`src/rtl/core/button_toggle_trim_counter_defines.svh`:
```
// assertion macros for the button toggle trim counter rtl
// no dependencies; included by button_toggle_trim_counter, the only module that carries assertions
`ifndef BUTTON_TOGGLE_TRIM_COUNTER_DEFINES_SVH
`define BUTTON_TOGGLE_TRIM_COUNTER_DEFINES_SVH

`ifndef SYNTHESIS

// same-cycle implication, quiet while reset is asserted
`define BTC_ASSERT_IMP(lbl, clk, rst_n, ante, cons) \
	lbl: assert property (@(posedge clk) disable iff (!(rst_n)) (ante) |-> (cons)) \
		else $error("btc assertion failed");

// next-cycle implication, quiet while reset is asserted
`define BTC_ASSERT_NXT(lbl, clk, rst_n, ante, cons) \
	lbl: assert property (@(posedge clk) disable iff (!(rst_n)) (ante) |=> (cons)) \
		else $error("btc assertion failed");

`else

`define BTC_ASSERT_IMP(lbl, clk, rst_n, ante, cons)
`define BTC_ASSERT_NXT(lbl, clk, rst_n, ante, cons)

`endif

`endif

```
`src/rtl/core/btc_pkg.sv`:
```
// types, widths and register indexes of the button toggle trim counter
// no dependencies; imported by every module of the block
package btc_pkg;

	localparam int TRIM_BITS   = 16;
	localparam int PERIOD_BITS = 16;
	localparam int COUNT_BITS  = PERIOD_BITS + 1;
	localparam int CFG_DATA_BITS = (TRIM_BITS > PERIOD_BITS) ? TRIM_BITS : PERIOD_BITS;
	localparam int CFG_IDX_BITS  = 3;

	localparam logic [CFG_IDX_BITS-1:0] REG_HOLD_DELAY    = CFG_IDX_BITS'(0);
	localparam logic [CFG_IDX_BITS-1:0] REG_REPEAT_PERIOD = CFG_IDX_BITS'(1);
	localparam logic [CFG_IDX_BITS-1:0] REG_TRIM_MIN      = CFG_IDX_BITS'(2);
	localparam logic [CFG_IDX_BITS-1:0] REG_TRIM_MAX      = CFG_IDX_BITS'(3);

	localparam logic [PERIOD_BITS-1:0] HOLD_DELAY_RST    = PERIOD_BITS'(1000);
	localparam logic [PERIOD_BITS-1:0] REPEAT_PERIOD_RST = PERIOD_BITS'(100);

	typedef struct packed {
		logic button_one;
		logic button_two;
	} item_t;

	typedef struct packed {
		logic                        toggle_one;
		logic                        toggle_two;
		logic                        toggle_both;
		logic signed [TRIM_BITS-1:0] trim_value;
		logic                        auto_repeat_on;
	} result_t;

	typedef struct packed {
		logic        [PERIOD_BITS-1:0] hold_delay_period;
		logic        [PERIOD_BITS-1:0] repeat_period;
		logic signed [TRIM_BITS-1:0]   trim_min;
		logic signed [TRIM_BITS-1:0]   trim_max;
	} cfg_t;

	typedef struct packed {
		logic                        prev_one;
		logic                        prev_two;
		logic [2:0]                  toggles;
		logic                        auto_mode;
		logic [COUNT_BITS-1:0]       hold_count;
		logic [COUNT_BITS-1:0]       repeat_count;
		logic signed [TRIM_BITS-1:0] trim;
	} state_t;

endpackage

```
`src/rtl/core/button_toggle_trim_counter.sv`:
```
// top level of the button toggle trim counter: input register, tick state,
// result register; depends on btc_pkg, btc_cfg, btc_step and the defines header
//
//  channel   direction  handshake                   payload
//  item      in         item_valid / item_ready     btc_pkg::item_t
//  result    out        result_valid / result_ready btc_pkg::result_t
//  cfg       in         cfg_we (no wait)            cfg_addr, cfg_wdata
//
// one item per cycle unless the result stalls; result_valid follows the result register
// the tick state updates as an item moves from the item register to the result register
// arst_n clears tick state, valids and config registers to their reset values
// a stalled result holds the item register, which then holds item_ready low
`include "button_toggle_trim_counter_defines.svh"

module button_toggle_trim_counter (
	input  logic                              clk,
	input  logic                              arst_n,
	input  logic                              item_valid,
	output logic                              item_ready,
	input  btc_pkg::item_t                    item,
	output logic                              result_valid,
	input  logic                              result_ready,
	output btc_pkg::result_t                  result,
	input  logic                              cfg_we,
	input  logic [btc_pkg::CFG_IDX_BITS-1:0]  cfg_addr,
	input  logic [btc_pkg::CFG_DATA_BITS-1:0] cfg_wdata
);
	import btc_pkg::*;

	cfg_t    cfg;
	state_t  st_q, st_next;
	item_t   item_s1;
	logic    valid_s1;
	result_t result_s2;
	logic    valid_s2;
	logic    advance;

	btc_cfg u_cfg (
		.clk       (clk),
		.arst_n    (arst_n),
		.cfg_we    (cfg_we),
		.cfg_addr  (cfg_addr),
		.cfg_wdata (cfg_wdata),
		.cfg       (cfg)
	);

	btc_step u_step (
		.item    (item_s1),
		.st      (st_q),
		.cfg     (cfg),
		.st_next (st_next)
	);

	assign advance    = valid_s1 & (~valid_s2 | result_ready);
	assign item_ready = ~valid_s1 | advance;

	always_ff @(posedge clk or negedge arst_n) begin
		if (!arst_n) begin
			valid_s1 <= 1'b0;
		end else if (item_ready) begin
			valid_s1 <= item_valid;
		end
	end

	always_ff @(posedge clk) begin
		if (item_ready && item_valid) begin
			item_s1 <= item;
		end
	end

	always_ff @(posedge clk or negedge arst_n) begin
		if (!arst_n) begin
			st_q <= '0;
		end else if (advance) begin
			st_q <= st_next;
		end
	end

	always_ff @(posedge clk or negedge arst_n) begin
		if (!arst_n) begin
			valid_s2 <= 1'b0;
		end else if (advance) begin
			valid_s2 <= 1'b1;
		end else if (result_ready) begin
			valid_s2 <= 1'b0;
		end
	end

	always_ff @(posedge clk) begin
		if (advance) begin
			result_s2.toggle_one     <= st_next.toggles[0];
			result_s2.toggle_two     <= st_next.toggles[1];
			result_s2.toggle_both    <= st_next.toggles[2];
			result_s2.trim_value     <= st_next.trim;
			result_s2.auto_repeat_on <= st_next.auto_mode;
		end
	end

	assign result_valid = valid_s2;
	assign result       = result_s2;

	// a transfer out of the item register always lands in the result register
	`BTC_ASSERT_NXT(a_advance_fills, clk, arst_n, advance, valid_s2)
	// auto-repeat is only reached after the hold counter has run
	`BTC_ASSERT_IMP(a_auto_has_hold, clk, arst_n, st_q.auto_mode, st_q.hold_count != '0)
	// with a sane range the next trim never leaves it
	`BTC_ASSERT_IMP(a_trim_in_range, clk, arst_n,
		advance && ($signed(cfg.trim_min) <= $signed(cfg.trim_max)),
		($signed(st_next.trim) <= $signed(cfg.trim_max)) && ($signed(st_next.trim) >= $signed(cfg.trim_min)))

endmodule

```
`src/rtl/core/btc_cfg.sv`:
```
// configuration register file of the button toggle trim counter
// depends on btc_pkg
module btc_cfg (
	input  logic                              clk,
	input  logic                              arst_n,
	input  logic                              cfg_we,
	input  logic [btc_pkg::CFG_IDX_BITS-1:0]  cfg_addr,
	input  logic [btc_pkg::CFG_DATA_BITS-1:0] cfg_wdata,
	output btc_pkg::cfg_t                     cfg
);
	import btc_pkg::*;

	cfg_t cfg_q;

	always_ff @(posedge clk or negedge arst_n) begin
		if (!arst_n) begin
			cfg_q.hold_delay_period <= HOLD_DELAY_RST;
			cfg_q.repeat_period     <= REPEAT_PERIOD_RST;
			cfg_q.trim_min          <= {1'b1, {(TRIM_BITS-1){1'b0}}};
			cfg_q.trim_max          <= {1'b0, {(TRIM_BITS-1){1'b1}}};
		end else if (cfg_we) begin
			unique case (cfg_addr)
				REG_HOLD_DELAY:    cfg_q.hold_delay_period <= cfg_wdata[PERIOD_BITS-1:0];
				REG_REPEAT_PERIOD: cfg_q.repeat_period     <= cfg_wdata[PERIOD_BITS-1:0];
				REG_TRIM_MIN:      cfg_q.trim_min          <= cfg_wdata[TRIM_BITS-1:0];
				REG_TRIM_MAX:      cfg_q.trim_max          <= cfg_wdata[TRIM_BITS-1:0];
				default: ;
			endcase
		end
	end

	assign cfg = cfg_q;

endmodule

```
`src/rtl/core/btc_step.sv`:
```
// next-state logic for one tick: edge detect, toggles, hold and repeat
// counters, trim step and clamp; depends on btc_pkg
module btc_step (
	input  btc_pkg::item_t  item,
	input  btc_pkg::state_t st,
	input  btc_pkg::cfg_t   cfg,
	output btc_pkg::state_t st_next
);
	import btc_pkg::*;

	logic                   e1, e2, e12, single;
	logic [COUNT_BITS-1:0]  hold_inc, rep_inc;
	logic                   auto_n, fire, step_up, step_dn;
	logic signed [TRIM_BITS:0] v, lo, hi, v_max, v_clamp;

	always_comb begin
		e1  = item.button_one & ~st.prev_one;
		e2  = item.button_two & ~st.prev_two;
		e12 = item.button_one & item.button_two & ~(st.prev_one & st.prev_two);
		single = item.button_one ^ item.button_two;

		// hold counter only runs until auto-repeat is reached, saturating
		hold_inc = (!st.auto_mode && st.hold_count != '1) ? st.hold_count + 1'b1
			: st.hold_count;

		st_next.prev_one = item.button_one;
		st_next.prev_two = item.button_two;
		st_next.toggles  = st.toggles ^ {e12, e2, e1};

		if (single) begin
			st_next.hold_count = hold_inc;
			auto_n = st.auto_mode | (hold_inc > {1'b0, cfg.hold_delay_period});
		end else begin
			st_next.hold_count = '0;
			auto_n = 1'b0;
		end
		st_next.auto_mode = auto_n;

		rep_inc = (st.repeat_count != '1) ? st.repeat_count + 1'b1 : st.repeat_count;
		fire    = rep_inc > {1'b0, cfg.repeat_period};

		// repeat count is kept as is when auto-repeat drops
		if (auto_n) begin
			st_next.repeat_count = fire ? '0 : rep_inc;
			step_up = fire & item.button_two;
			step_dn = fire & item.button_one;
		end else begin
			st_next.repeat_count = st.repeat_count;
			step_up = e2;
			step_dn = e1;
		end

		v = {st.trim[TRIM_BITS-1], st.trim}
			+ {{TRIM_BITS{1'b0}}, step_up} - {{TRIM_BITS{1'b0}}, step_dn};
		hi = {cfg.trim_max[TRIM_BITS-1], cfg.trim_max};
		lo = {cfg.trim_min[TRIM_BITS-1], cfg.trim_min};

		// max clamp first, min clamp wins
		v_max   = (v > hi) ? hi : v;
		v_clamp = (v_max < lo) ? lo : v_max;
		st_next.trim = v_clamp[TRIM_BITS-1:0];
	end

endmodule

```
`config.mk`:
```
export PLATFORM = sky130hd
export DESIGN_NAME = button_toggle_trim_counter
export DESIGN_NICKNAME = d
export VERILOG_FILES = /design/src/rtl/core/btc_pkg.sv /design/src/rtl/core/button_toggle_trim_counter.sv /design/src/rtl/core/btc_cfg.sv /design/src/rtl/core/btc_step.sv
export VERILOG_INCLUDE_DIRS = /design/src /design/src/rtl/core
export SDC_FILE = /design/constraint.sdc
export NUM_CORES = 1
export LEC_CHECK = 0
export BUFFER_PORTS_ARGS = -buffer_cell sky130_fd_sc_hd__buf_4
export CORE_ASPECT_RATIO = 0.8
export CORE_UTILIZATION = 62
export DETAILED_ROUTE_END_ITERATION = 8
export PLACE_DENSITY = 0.81
export RECOVER_POWER = 50
export REMOVE_ABC_BUFFERS = 1
export SLEW_MARGIN = 20
export SYNTH_ARGS = -nofsm -noshare
export SYNTH_HDL_FRONTEND = slang
export SYNTH_SLANG_ARGS = --single-unit
```
`constraint.sdc`:
```
create_clock -name clk -period 13.45 [get_ports clk]
set_input_delay 0.6725 -clock clk [delete_from_list [all_inputs] [get_ports clk]]
set_output_delay 0.6725 -clock clk [all_outputs]
set_load 0.005 [all_outputs]
```
**Word level (Yosys, flattened, before mapping)**

Index checks and enable logic that the tools add are counted.

- Register bits: 144
- Bits in read-only memories: 0
- Word-level logic and storage cells: 72
- Bits of input ports: 26
- Latch bits: 0
- Memory bits (writable): 0
- Memories kept: 0

- Div/mod/pow operators: 0
- $mul: 0
- Reductions and logical operators: 10
- Magnitude comparators: 4
- Bitwise gates (word level): 18
- Eq/ne operators: 5
- Muxes and demuxes: 11
- Shift operators: 0
- Add/sub/neg operators: 4

Operators with widths:

| cell | count |
|---|---|
| $mux W17 | 5 |
| $gt A17 B16 Y1 | 3 |
| $add A17 B1 Y17 const B | 2 |
| $ne A17 B17 Y1 const B | 2 |
| $add A16 B2 Y17 | 1 |
| $lt A17 B16 Y1 | 1 |
| $sub A17 B1 Y17 | 1 |
| $mux W16 | 1 |
| $reduce_and A2 Y1 | 5 |
| $and A1 B1 Y1 | 8 |
| $eq A3 B2 Y1 const B | 2 |
| $mux W1 | 5 |
| $not A1 Y1 | 5 |
| $eq A3 B1 Y1 const B | 1 |
| $logic_not A3 Y1 | 1 |
| $or A1 B1 Y1 | 3 |
| $xor A3 B3 Y3 | 1 |
| $logic_and A1 B1 Y1 | 2 |
| $reduce_bool A2 Y1 | 1 |
| $logic_not A1 Y1 | 1 |
| $xor A1 B1 Y1 | 1 |

**Longest topological paths before layout**

- Word-level depth: 13
- Gate-level depth with buffers: 49
- Gate-level depth less buffers: 47

**By module**

A second synthesis with hierarchy kept.

- Cell total of the unflattened synthesis: 847
- Area, all modules: 9406.5 um2

By module, submodules not included:

| module | area each (um2) | times used | cells each | sequential area each (um2) |
|---|---|---|---|---|
| btc_step | 3971.3 | 1 | 560 | 0.0 |
| button_toggle_trim_counter | 2956.6 | 1 | 149 | 2112.0 |
| btc_cfg | 2478.6 | 1 | 138 | 1632.8 |

**Worst setup path before layout**

Ideal clock, no wire load.

- Path type: reg-to-reg
- From: reg st_q[40] (netlist bit)
- To: reg st_q[10] (netlist bit)
- Path slack: 3811 ps
- Cell stages (with the launch flop): 47
- Data required time: 13325 ps
- Setup time: 125 ps
- Arrival time: 9514 ps
- Cells stage by stage: dfrtp_1 and3_1 and4_1 nand3_1 nor2_1 ha_1 nor2_1 nand3_1 nor2_1 nand4_1 xnor2_1 ha_1 nand2_1 nor4_1 nand2_1 a311oi_1 o21ai_0 nand2_1 [11 not listed] nor2_1 ha_1 a21o_1 a2111o_1 a2111oi_4 a221oi_4 buf_6 mux2_4 ha_1 a22o_1 nor4_1 o21ai_0 a311oi_1 nand3_1 o211ai_4 buf_6 mux2_4 mux2_4

RTL lines:

| what | line | text |
|---|---|---|
| start, declared | button_toggle_trim_counter.sv:31 | `state_t st_q, st_next;` |
| start signal, assigned | button_toggle_trim_counter.sv:75 | `st_q <= st_next;` |

==> results.json <==
{
  "async_flop_share": 0.847,
  "finalWirelength_mm": 20.8,
  "cts_buffers": 17,
  "worst-setup-path-type": "reg -> reg",
  "combPwrFrac": 0.631,
  "clockBufferDepth": 2,
  "vias": 6883,
  "port_buffers": 47,
  "hold_violations": 0,
  "wire_per_inst_um": 17.8,
  "synth.avg_cell_area_um2": 9.93,
  "hold_class": "in -> reg",
  "antenna_found_initial": 0,
  "clockRootBuffer": "clkbuf_16",
  "vdd_drop_max_v": 0.000240,
  "fin_hold_ws_ns": 0.444,
  "drt_iter0_drc": 591,
  "synthFlopType": "dfrtp_1",
  "wl_met3_mm": 1.23,
  "finClkSkew_ns": 0.00895,
  "grt_pass1_vias": 6704,
  "clkPwrFrac": 0.149,
  "place_area_um2": 9690,
  "grt_use_total": 0.295,
  "h-tree-depth": 4,
  "vias_per_cell": 5.91,
  "clock-sinks": 144,
  "tns_ns": 0,
  "seq_power_share": 0.220,
  "ios": 48,
  "cp-start-kind": "flop",
  "coreArea_um2": 14300,
  "synth-edff-count": 22,
  "ant_nets": 0,
  "netlist_area_um2": 9130,
  "die_area_um2": 15200,
  "rr_worst_depth": 46,
  "dp_hpwl_mm": 15.0,
  "fillers": 1088,
  "grt_max_degree": 80,
  "crit_path_max_incr_delay_ns": 0.71,
  "period_share": 0.893,
  "cts-resized-gates": 0,
  "fmax_mhz": 83.3,
  "drc": 0,
  "r2r_setup_slack_ns": 1.44,
  "stdcell_count": 1164,
  "netlist_instances": 919,
  "fin_crit_ns": 12.01,
  "worst-path-max-fanout": 16,
  "grt-ovfl-total": 0,
  "design_area_um2": 10200,
  "p_int_uw": 1820,
  "setup_viol": 0,
  "cts_tree": "built",
  "cp_slowest_cell": "o211ai_4",
  "gp_congestion": 0.920,
  "worst_pin_slew_ns": 4.19,
  "crit_top_cell": "ha_1",
  "postCtsSetupBuffers": 0,
  "die_w_um": 138,
  "grt_pass1_wl_mm": 34.4,
  "drtPass1Iterations": 5,
  "whs_path_depth": 2,
  "worstSkewPairLatency_ns": 0.42,
  "ys_seq_area_frac": 0.410,
  "violations": "capacitance limit, slew limit",
  "diodes": 0,
  "hold_buffers": 0,
  "whs_endpoint": "valid_s1",
  "hold_start": "item_valid",
  "maxCapViolations": 2,
  "yosysUniqueCellTypes": 64,
  "ys_ff_latch": 144,
  "initial_core_util": 0.636,
  "power.density_nw_per_um2": 300,
  "cts.clk_slew.worst_paths_ns": 0.06,
  "die_y_um": 111,
  "rsz0062_at_grt": "false",
  "finish.net_count": 1080,
  "status": "finished with violations",
  "dr.max_layer_used": "met4",
  "timing.rr.start": "st_q[40]",
  "switching_power_uw": 1240,
  "rows": 39,
  "ys_warn_count": 0,
  "r2r-end": "st_q[2]",
  "end_kind": "flop",
  "swShare": 0.406,
  "dp_cells": 1131,
  "drive_gt1_frac": 0.185,
  "cp_data_arrival_time_ns": 12.31,
  "wl_met2_mm": 8.93,
  "wl_met1_mm": 10.4,
  "slew-limit-headroom": -1.79,
  "areaGrowthSynthToFinish_pct": 12.0,
  "cp.required_ns": 13.75,
  "p_leak_uw": 0.00480,
  "drv_slew": 125
}
cell type report:
type	count	area, um2	share of cell area
tap	184	230	0.0225
multi-input combinational	655	4930	0.482
timing repair buffer	56	398	0.0389
sequential	144	3740	0.366
clock buffer	23	488	0.0477
clock inverter	9	82.6	0.00808
inverter	93	349	0.0341
worst max path at each step:
stage / from / end / depth (start not counted)
2_1_floorplan: st_q[40] / st_q[1] / 45
4_1_cts: st_q[40] / st_q[2] / 46
3_5_place_dp: st_q[40] / st_q[2] / 46
6_report: st_q[40] / st_q[2] / 46
5_1_grt: st_q[40] / st_q[15] / 46
3_3_place_gp: st_q[40] / st_q[15] / 46
cells in the final DEF, fill, tap and decap left out, types with 3 or more instances in the layout:
cell       synthesis  final
nand2_1          113    113
dfrtp_1           97     97
inv_1             93     92
o21ai_0           91     91
ha_1              86     86
buf_4              0     45
nor2_1            39     39
mux2_2            36     36
a21oi_1           31     31
mux2_4            30     30
xnor2_1           29     29
nand3_1           26     26
dfstp_2           25     25
edfxtp_1          22     22
clkbuf_16          0     17
nand4_1           15     15
xor2_1            15     15
a21o_1            14     14
o31ai_1           13     13
and4_1            11     11
a22o_1            10     10
clkbuf_1          24      9
nor2b_1            7      7
nor4_1             6      6
nor3_1             6      6
nand2b_1           6      6
and2_1             6      5
o21a_1             5      5
and3_1             4      4
or3_1              4      4
a211o_1            4      4
clkinv_2           0      4
clkbuf_8           0      4
a31oi_1            3      3
a21boi_0           3      3
o211ai_1           3      3
o21bai_1           3      3
clkbuf_4           0      3
registers in the layout, indices dropped and copies added, names as in the netlist:
signal,flops
u_cfg.cfg,64
result_valid,1
valid_s1,1
st_q,56
result,20
item_s1,2
Yosys cell counts (15+ instances only):
library cell,number,share of area
nand2_1,113,0.046
dfrtp_1,97,0.27
inv_1,93,0.038
o21ai_0,91,0.050
ha_1,86,0.12
nor2_1,39,0.016
mux2_2,36,0.044
a21oi_1,31,0.017
mux2_4,30,0.049
xnor2_1,29,0.028
nand3_1,26,0.014
dfstp_2,25,0.072
clkbuf_1,24,0.0099
edfxtp_1,22,0.072
nand4_1,15,0.010
xor2_1,15,0.014
cells by family after synthesis:
family	count (synthesis)	synth area share
AND/OR/NAND/NOR	255	0.135
AO/OA/AOI/OAI	201	0.145
flip-flops	144	0.410
buffers and inverters	120	0.0511
adder cells (fa/ha/maj)	87	0.120
multiplexers	68	0.0960
XOR/XNOR	44	0.0422
power groups by stage:
stage                     Combinational [uW]  Sequential [uW]  Clock, uW
after floorplan                         1470              663          0
after global placement                  1840              678          0
after detailed placement                1880              678          0
after CTS                               1910              674        461
after global routing                    2120              688        482
final                                   1930              675        456
critical path: cells and delay by family, from the launching register on:
kind,cells,cell delay (ns)
mux,3,1.03
buf+inv,3,0.55
compound gates,15,4.13
xor+xnor,1,0.19
flops,1,0.43
simple gates,17,3.60
fa+ha+maj,7,1.94
layer usage:
| layer | up-vias | global-route usage |
|---|---|---|
| met5 | - | 0 |
| met4 | 0 | 0.0623 |
| met3 | 17 | 0.0721 |
| met2 | 185 | 0.413 |
| met1 | 3336 | 0.457 |
| li1 | 3345 | - |
metrics by stage:
step	power, uW	worst slack [ns]	util
3_3_place_gp	2520	2.25	0.675
2_1_floorplan	2130	3.15	-
5_1_grt	3290	0.644	0.713
4_1_cts	3050	1.65	0.715
3_5_place_dp	2560	1.81	0.675
6_report	3060	1.44	0.713
No activity file was read; power rests on OpenSTA's default activity.
